$ cat src/rtl/irpw_pkg.sv
// irpw_pkg: shared types and constants for the infrared frame transmitter.
// No dependencies; imported by the top level, its port checker and the bench.
`timescale 1ns / 1ps

package irpw_pkg;

  // Widths of the fixed register and payload fields
  localparam int unsigned LEN_W      = 10;
  localparam int unsigned IDX_W      = 5;
  localparam int unsigned CMD_W      = 32;
  localparam int unsigned CFG_ADDR_W = 3;
  localparam int unsigned BITPOS_W   = 6;
  localparam int unsigned PHASE_W    = 3;

  typedef logic [LEN_W-1:0]      len_t;
  typedef logic [IDX_W-1:0]      bit_idx_t;
  typedef logic [CMD_W-1:0]      cmd_t;
  typedef logic [CFG_ADDR_W-1:0] cfg_addr_t;
  typedef logic [BITPOS_W-1:0]   bitpos_t;
  typedef logic [PHASE_W-1:0]    phase_t;

  // Configuration register indexes
  localparam cfg_addr_t REG_HEADER_TICKS   = 3'd0;
  localparam cfg_addr_t REG_GAP_TICKS      = 3'd1;
  localparam cfg_addr_t REG_ZERO_TICKS     = 3'd2;
  localparam cfg_addr_t REG_ONE_TICKS      = 3'd3;
  localparam cfg_addr_t REG_LAST_BIT_INDEX = 3'd4;

  // Register reset values
  localparam len_t     RST_HEADER_TICKS   = 10'd24;
  localparam len_t     RST_GAP_TICKS      = 10'd6;
  localparam len_t     RST_ZERO_TICKS     = 10'd6;
  localparam len_t     RST_ONE_TICKS      = 10'd12;
  localparam bit_idx_t RST_LAST_BIT_INDEX = 5'd23;

  // Frame phase codes
  localparam phase_t PH_IDLE = 3'd0;
  localparam phase_t PH_HEAD = 3'd1;
  localparam phase_t PH_HGAP = 3'd2;
  localparam phase_t PH_MARK = 3'd3;
  localparam phase_t PH_BGAP = 3'd4;

  // Input beat kinds (in_tuser)
  localparam logic OP_TICK = 1'b0;
  localparam logic OP_SEND = 1'b1;

  // Result tdata bit positions
  localparam int unsigned OUT_CARRIER_BIT = 0;
  localparam int unsigned OUT_BUSY_BIT    = 1;

endpackage

$ cat src/rtl/ir_pulse_width_frame_transmitter.sv
// ir_pulse_width_frame_transmitter: single-channel IR pulse-width frame sender.
// Depends on irpw_pkg for register indexes, reset values and phase codes.
//
// Usage
//   Input stream (in_*): one beat per time tick or per send request.
//     in_tuser = 0 advances time by one tick; in_tuser = 1 loads in_tdata as
//     the command word and starts (or restarts) a frame.
//   Result stream (out_*): exactly one beat per input beat, in order.
//     out_tdata[0] carrier level for the tick, out_tdata[1] frame in progress,
//     out_tlast marks the tick on which the final bit mark ends.
//   Config port (cfg_*): register index and data, always ready; write it only
//     while the block is idle. Indexes beyond the register list are ignored.
// Throughput
//   Results are registered. One beat per cycle is sustained while out_tready
//   is high: the phase counter and shift register update in the same cycle,
//   and the single output register refills while being drained.
// Reset and stalls
//   Synchronous active-low reset returns to idle with no result valid and
//   the registers at their defaults. While out_tready is low with a result
//   held, in_tready drops and the held beat stays unchanged.
`timescale 1ns / 1ps

module ir_pulse_width_frame_transmitter #(
  parameter int unsigned WORD_BITS       = 32,
  parameter int unsigned TICK_COUNT_BITS = 10
) (
  input  logic                clk,
  input  logic                rst_n,
  // input stream
  input  logic                in_tvalid,
  output logic                in_tready,
  input  irpw_pkg::cmd_t      in_tdata,   // [31:0] command_word
  input  logic                in_tuser,   // [0] opcode
  // result stream
  output logic                out_tvalid,
  input  logic                out_tready,
  output logic [7:0]          out_tdata,  // [0] carrier_on, [1] busy_res, [7:2] zero
  output logic                out_tlast,  // frame_done
  // configuration writes
  input  logic                cfg_valid,
  output logic                cfg_ready,
  input  irpw_pkg::cfg_addr_t cfg_index,
  input  irpw_pkg::len_t      cfg_data
);
  import irpw_pkg::*;

  // Compare width covers both the tick counter and the 10-bit lengths, plus carry
  localparam int unsigned CMP_W =
    ((TICK_COUNT_BITS > LEN_W) ? TICK_COUNT_BITS : LEN_W) + 1;

  // Configuration registers
  len_t     header_ticks_r, gap_ticks_r, zero_ticks_r, one_ticks_r;
  bit_idx_t last_bit_index_r;

  // Frame state
  phase_t                     phase_r, phase_nxt;
  logic [TICK_COUNT_BITS-1:0] elapsed_r, elapsed_nxt;
  bitpos_t                    bitpos_r, bitpos_nxt;
  logic [WORD_BITS-1:0]       shift_r, shift_nxt;

  // Result register
  logic out_valid_r;
  logic carrier_r, carrier_nxt;
  logic busy_r, busy_nxt;
  logic done_r, done_nxt;

  logic                 in_fire;
  logic                 cur_bit;
  logic [WORD_BITS-1:0] load_word;
  len_t                 ivl_len;
  logic [CMP_W-1:0]     cnt_inc;
  logic                 ivl_end;

  assign cfg_ready = 1'b1;
  assign in_tready = !out_valid_r || out_tready;
  assign in_fire   = in_tvalid && in_tready;

  // Config writes
  always_ff @(posedge clk) begin
    if (!rst_n) begin
      header_ticks_r   <= RST_HEADER_TICKS;
      gap_ticks_r      <= RST_GAP_TICKS;
      zero_ticks_r     <= RST_ZERO_TICKS;
      one_ticks_r      <= RST_ONE_TICKS;
      last_bit_index_r <= RST_LAST_BIT_INDEX;
    end else if (cfg_valid && cfg_ready) begin
      unique case (cfg_index)
        REG_HEADER_TICKS:   header_ticks_r   <= cfg_data;
        REG_GAP_TICKS:      gap_ticks_r      <= cfg_data;
        REG_ZERO_TICKS:     zero_ticks_r     <= cfg_data;
        REG_ONE_TICKS:      one_ticks_r      <= cfg_data;
        REG_LAST_BIT_INDEX: last_bit_index_r <= cfg_data[IDX_W-1:0];
        default: ;
      endcase
    end
  end

  // Command word fitted to the shift register; bits past 32 are zero
  always_comb begin
    for (int i = 0; i < WORD_BITS; i++) begin
      load_word[i] = (i < CMD_W) ? in_tdata[i % CMD_W] : 1'b0;
    end
  end

  // Current bit; positions beyond the word send as zero
  always_comb begin
    cur_bit = 1'b0;
    for (int i = 0; i < WORD_BITS; i++) begin
      if (bitpos_r == BITPOS_W'(i)) cur_bit = shift_r[i];
    end
  end

  // Interval length for the running phase
  always_comb begin
    unique case (phase_r)
      PH_HEAD:          ivl_len = header_ticks_r;
      PH_HGAP, PH_BGAP: ivl_len = gap_ticks_r;
      PH_MARK:          ivl_len = cur_bit ? one_ticks_r : zero_ticks_r;
      default:          ivl_len = header_ticks_r;
    endcase
  end

  // Interval ends on reaching its length (zero acts as one) or counter saturation
  assign cnt_inc = CMP_W'(elapsed_r) + CMP_W'(1);
  assign ivl_end = (cnt_inc >= CMP_W'(ivl_len)) || (&elapsed_r);

  // Next frame state and result
  always_comb begin
    phase_nxt   = phase_r;
    elapsed_nxt = elapsed_r;
    bitpos_nxt  = bitpos_r;
    shift_nxt   = shift_r;
    carrier_nxt = 1'b0;
    busy_nxt    = 1'b0;
    done_nxt    = 1'b0;
    if (in_tuser == OP_SEND) begin
      shift_nxt   = load_word;
      bitpos_nxt  = BITPOS_W'(last_bit_index_r);
      elapsed_nxt = '0;
      phase_nxt   = PH_HEAD;
      busy_nxt    = 1'b1;
    end else begin
      elapsed_nxt = ivl_end ? '0 : cnt_inc[TICK_COUNT_BITS-1:0];
      unique case (phase_r)
        PH_HEAD: begin
          busy_nxt    = 1'b1;
          carrier_nxt = 1'b1;
          if (ivl_end) phase_nxt = PH_HGAP;
        end
        PH_HGAP, PH_BGAP: begin
          busy_nxt = 1'b1;
          if (ivl_end) phase_nxt = PH_MARK;
        end
        PH_MARK: begin
          busy_nxt    = 1'b1;
          carrier_nxt = 1'b1;
          if (ivl_end) begin
            if (bitpos_r == '0) begin
              phase_nxt = PH_IDLE;
              shift_nxt = '0;
              done_nxt  = 1'b1;
            end else begin
              bitpos_nxt = bitpos_r - BITPOS_W'(1);
              phase_nxt  = PH_BGAP;
            end
          end
        end
        default: begin
          // idle or unused code: stay idle with the counter cleared
          phase_nxt   = PH_IDLE;
          elapsed_nxt = '0;
        end
      endcase
    end
  end

  // State update on each accepted beat
  always_ff @(posedge clk) begin
    if (!rst_n) begin
      phase_r   <= PH_IDLE;
      elapsed_r <= '0;
      bitpos_r  <= '0;
      shift_r   <= '0;
    end else if (in_fire) begin
      phase_r   <= phase_nxt;
      elapsed_r <= elapsed_nxt;
      bitpos_r  <= bitpos_nxt;
      shift_r   <= shift_nxt;
    end
  end

  // Result valid
  always_ff @(posedge clk) begin
    if (!rst_n) begin
      out_valid_r <= 1'b0;
    end else if (in_fire) begin
      out_valid_r <= 1'b1;
    end else if (out_tready) begin
      out_valid_r <= 1'b0;
    end
  end

  // Result payload
  always_ff @(posedge clk) begin
    if (in_fire) begin
      carrier_r <= carrier_nxt;
      busy_r    <= busy_nxt;
      done_r    <= done_nxt;
    end
  end

  assign out_tvalid = out_valid_r;
  assign out_tlast  = done_r;
  always_comb begin
    out_tdata                  = '0;
    out_tdata[OUT_CARRIER_BIT] = carrier_r;
    out_tdata[OUT_BUSY_BIT]    = busy_r;
  end

endmodule

$ cat config.mk
export PLATFORM = sky130hd
export DESIGN_NAME = ir_pulse_width_frame_transmitter
export DESIGN_NICKNAME = d
export VERILOG_FILES = /design/src/rtl/irpw_pkg.sv /design/src/rtl/ir_pulse_width_frame_transmitter.sv
export SDC_FILE = /design/constraint.sdc
export NUM_CORES = 1
export LEC_CHECK = 0
export BUFFER_PORTS_ARGS = -buffer_cell sky130_fd_sc_hd__buf_2
export CELL_PAD_IN_SITES_DETAIL_PLACEMENT = 1
export CELL_PAD_IN_SITES_GLOBAL_PLACEMENT = 2
export CORE_UTILIZATION = 37
export DETAILED_ROUTE_END_ITERATION = 16
export GPL_TIMING_DRIVEN = 0
export PLACE_DENSITY_LB_ADDON = 0.1
export REMOVE_ABC_BUFFERS = 1
export SLEW_MARGIN = 5
export SYNTH_ARGS = -nofsm -noshare
export SYNTH_HDL_FRONTEND = slang
export SYNTH_SLANG_ARGS = --single-unit
$ cat constraint.sdc
create_clock -name clk -period 10.5 [get_ports clk]
set_input_delay 2.1 -clock clk [delete_from_list [all_inputs] [get_ports clk]]
set_output_delay 2.1 -clock clk [all_outputs]
set_load 0.01 [all_outputs]
==> summary.md <==
| Metric | Value |
|---|---|
| Crit path capture type | `register` |
| Reg2reg end | `elapsed_r[6]$_SDFFE_PN0P_` |
| Crit path time final | `approximately 5.6 ns` |
| R2r setup slk | `roughly 4.9 ns` |
| Diodes inserted | `0` |
| Clk_skew | `0.00585 ns` |
| Mean Syn Cell Area | `around 8.4 µm²` |
| Die W | `approximately 120 µm` |
| Gr usage total | `0.214` |
| Post-synthesis sequential area ratio | `0.407` |
| RR Startpoint | `bitpos_r[0]$_SDFFE_PN0P_` |
| Worst hold slack | `roughly 0.46 ns` |
| Initial antenna violation count | `0` |
| Via count | `about 4400` |
| CTS hold repair buffers | `0` |
| Final ANT Viol Nets | `0` |
| Initial core utilization | `0.379` |
| Vias per inst | `5.48` |
| CTS tree | `yes` |
| CTS H-tree depth | `3` |
| Dpl cells | `approximately 790` |
| WL final | `around 14000 µm` |
| Top Ports | `between 60 and 70` |
| Worst VDD drop | `between 90 and 100 µV` |
| Count of input and output buffers | `between 50 and 60` |
| Routed len/inst | `between 15 and 20 µm` |
| Mapped cell area | `around 0.005 mm²` |
| Synth Flop Type | `dfxtp_1` |
| Root Driver | `clkbuf_16` |
| Syn. warnings | `0` |
| Status | `completed` |
| Post-CTS Setup Repair Bufs | `0` |
| Fillcell total | `between 1500 and 2000` |
| Num rows | `42` |
| FFs w/ async S/R, synth | `0` |
| Clock Latency Late Sink | `between 0.3 and 0.4 ns` |
| Dpl hpwl | `9840 µm` |
| Core ar. | `0.0132 mm²` |
| Depth of the worst register-to-register path | `17` |
| Nets | `around 690` |
| Critical Path End | `elapsed_r[6]$_SDFFE_PN0P_` |
| Pin count of the biggest net entering global routing | `between 40 and 50` |
| # clock sinks | `100` |
| Total grt overflow | `0` |
| First-pass GRT wire length | `~23000 µm` |
| F_max | `~180 MHz` |
| Worst setup SP type | `register` |
| Pleak | `roughly 0.0021 µW` |
| Layout area overhead | `11.7%` |
| CP startpoint | `bitpos_r[0]$_SDFFE_PN0P_` |
| Post-synth EDFFs | `3` |
| Final Instance Count excl. Fillers | `about 800` |
| Setup CP Type | `register to register` |
| TritonRoute pass-1 iters | `4` |
| Synth Instances | `595` |
| Reg clk slew, reported paths | `roughly 0.070 ns` |
| Post-route setup TNS | `0 ns` |
| RD Place Congestion | `0.805` |
| Netlist cell types | `66` |
| Die area | `around 0.014 mm²` |
| Worst path required time | `10.78 ns` |
| Share of cells above drive strength 1 | `0.141` |
| Relative slew slack | `0.163` |
| Die Span Y | `roughly 120 µm` |
| CTS buffer count | `9` |
| Final hold vios | `0` |
| Seq cells post-synth | `100` |
| P per Cell Area | `between 100 and 150 mW/mm²` |
| Worst Tran Pin Value | `between 1 and 1.5 ns` |
| Crit Path Max Fanout | `17` |
| Max Slew Vio Count | `0` |
| Ratio of final minimum period to clock period | `0.537` |
| Hold crit path type | `register to register` |
| Setup-failing EPs final | `0` |
| WP data arrival | `around 5.9 ns` |
| Max-capacitance violation count | `0` |
| RSZ-0062 raised after global routing | `false` |
| DRC | `0` |
| Initial drt markers | `around 270` |
| Clk buf depth | `2` |
| Number of global-route vias before repair | `~4500` |
| Post-CTS Resized | `0` |
[per-stage QoR]
stage / utilization / area [µm²] / power [µW] / worst slack (ns)
3_3_place_gp: 0.397 / 5240 / 497 / 3.83
3_5_place_dp: 0.401 / 5290 / 502 / 4.91
5_1_grt: 0.423 / 5580 / 867 / 4.31
4_1_cts: 0.423 / 5580 / 840 / 4.84
6_report: 0.423 / 5580 / 831 / 4.86
2_1_floorplan: - / 4740 / 463 / 5.30
[critical path, stage by stage, from the launching register on]
cell       delay, ns
dfxtp_1         0.36
inv_1           0.13
ha_1            0.57
nor3b_1         0.27
nor3_1          0.10
nor4b_1         0.39
a2111oi_2       0.12
a2111oi_4       0.39
o32ai_2         0.29
a221oi_1        0.53
ha_1            0.34
a21oi_1         0.13
nor2b_1         0.06
a311oi_1        0.46
o2111a_1        0.59
nand2_1         0.28
or4_1           0.46
o21ai_0         0.09
[sequential cells by signal, indices dropped and copies added, names as in the netlist, 3 cells and up]
register and flops:
one_ticks_r 10, bitpos_r 6, phase_r 3, last_bit_index_r 5, shift_r 32, elapsed_r 10
header_ticks_r 10, zero_ticks_r 10, gap_ticks_r 10
[power by group]
group	total, µW	switching [µW]	internal (µW)
Combinational	88.0	53.0	34.9
Clock	337	146	191
Sequential	406	11.7	394
Total	831	211	620
[cells by family (layout without fill, tap and decap cells)]
group | count (synthesis) | count (layout) | synth area share
and+or+nand+nor | 223 | 223 | 0.206
AOI/OAI and AO/OA | 176 | 176 | 0.250
DFF | 100 | 100 | 0.407
buffers and inverters | 62 | 88 | 0.0664
adders and majority gates | 15 | 15 | 0.0376
xor gates and xnor gates | 10 | 10 | 0.0175
muxes | 7 | 7 | 0.0140
other | 2 | 7 | 0.00150
[per-layer routing]
layer,vias up,wire [µm],GRT usage,part of all wire
met5,-,0,0,0
met1,2142,7170,0.294,0.50
li1,2180,-,-,-
met4,0,132,0.0553,0.0093
met2,58,6500,0.338,0.46
met3,11,452,0.0483,0.032
[cells in the mapped netlist (4+ instances only)]
cell type | number | share of area
a21oi_1 | 65 | 0.065
a221oi_1 | 10 | 0.018
a22o_1 | 42 | 0.074
a31oi_1 | 4 | 0.0050
buf_2 | 4 | 0.0040
buf_4 | 13 | 0.020
buf_6 | 6 | 0.014
clkbuf_1 | 24 | 0.018
dfxtp_1 | 97 | 0.39
ha_1 | 15 | 0.038
inv_1 | 14 | 0.011
mux2i_1 | 7 | 0.014
nand2_1 | 121 | 0.091
nand3_1 | 21 | 0.021
nor2_1 | 25 | 0.019
nor2b_1 | 9 | 0.011
nor3_1 | 10 | 0.010
nor4_1 | 4 | 0.0050
o21ai_0 | 13 | 0.013
o22ai_1 | 5 | 0.0063
or2_2 | 5 | 0.0063
or4_1 | 4 | 0.0060
xnor2_1 | 7 | 0.012
[cell type report]
class                      instances  area [µm²]  area share
timing repair buffer              58         322      0.0576
clock buffer                      12         246      0.0442
tap                              176         220      0.0395
clock inverter                     3        47.5     0.00852
multi-input combinational        438        2660       0.476
inverter                          15        56.3      0.0101
sequential                       100        2030       0.364
[worst min-delay path by stage]
stage | endpoint | slack (ns) | cells past startpoint | startpoint
final | zero_ticks_r[0]$_SDFFE_PN0P_ | 0.46 | 2 | zero_ticks_r[0]$_SDFFE_PN0P_
after global routing | gap_ticks_r[3]$_SDFFE_PN0P_ | 0.47 | 2 | gap_ticks_r[3]$_SDFFE_PN0P_
after CTS | gap_ticks_r[3]$_SDFFE_PN0P_ | 0.46 | 2 | gap_ticks_r[3]$_SDFFE_PN0P_
after detailed placement | gap_ticks_r[3]$_SDFFE_PN0P_ | 0.45 | 2 | gap_ticks_r[3]$_SDFFE_PN0P_
after global placement | zero_ticks_r[3]$_SDFFE_PN0P_ | 0.44 | 2 | zero_ticks_r[3]$_SDFFE_PN0P_
after floorplan | shift_r[12]$_SDFFE_PN0P_ | 0.43 | 1 | shift_r[12]$_SDFFE_PN0P_
[cells in the final DEF (no fill, tap or decap), drive strengths merged, types with 4 or more instances in the layout]
master and count:
nand2 121, conb 7, o22ai 5, mux2i 7
nor2 25, a221oi 10, inv 14, a22o 42
or2 5, a31oi 4, or4 4, o21ai 13
nand3 21, nor4b 4, nor3 10, clkbuf 12
nor4 4, ha 15, xnor2 7, buf 58
a21oi 65, dfxtp 97, nor2b 10
Note: power is estimated with default switching activity, not from simulation.
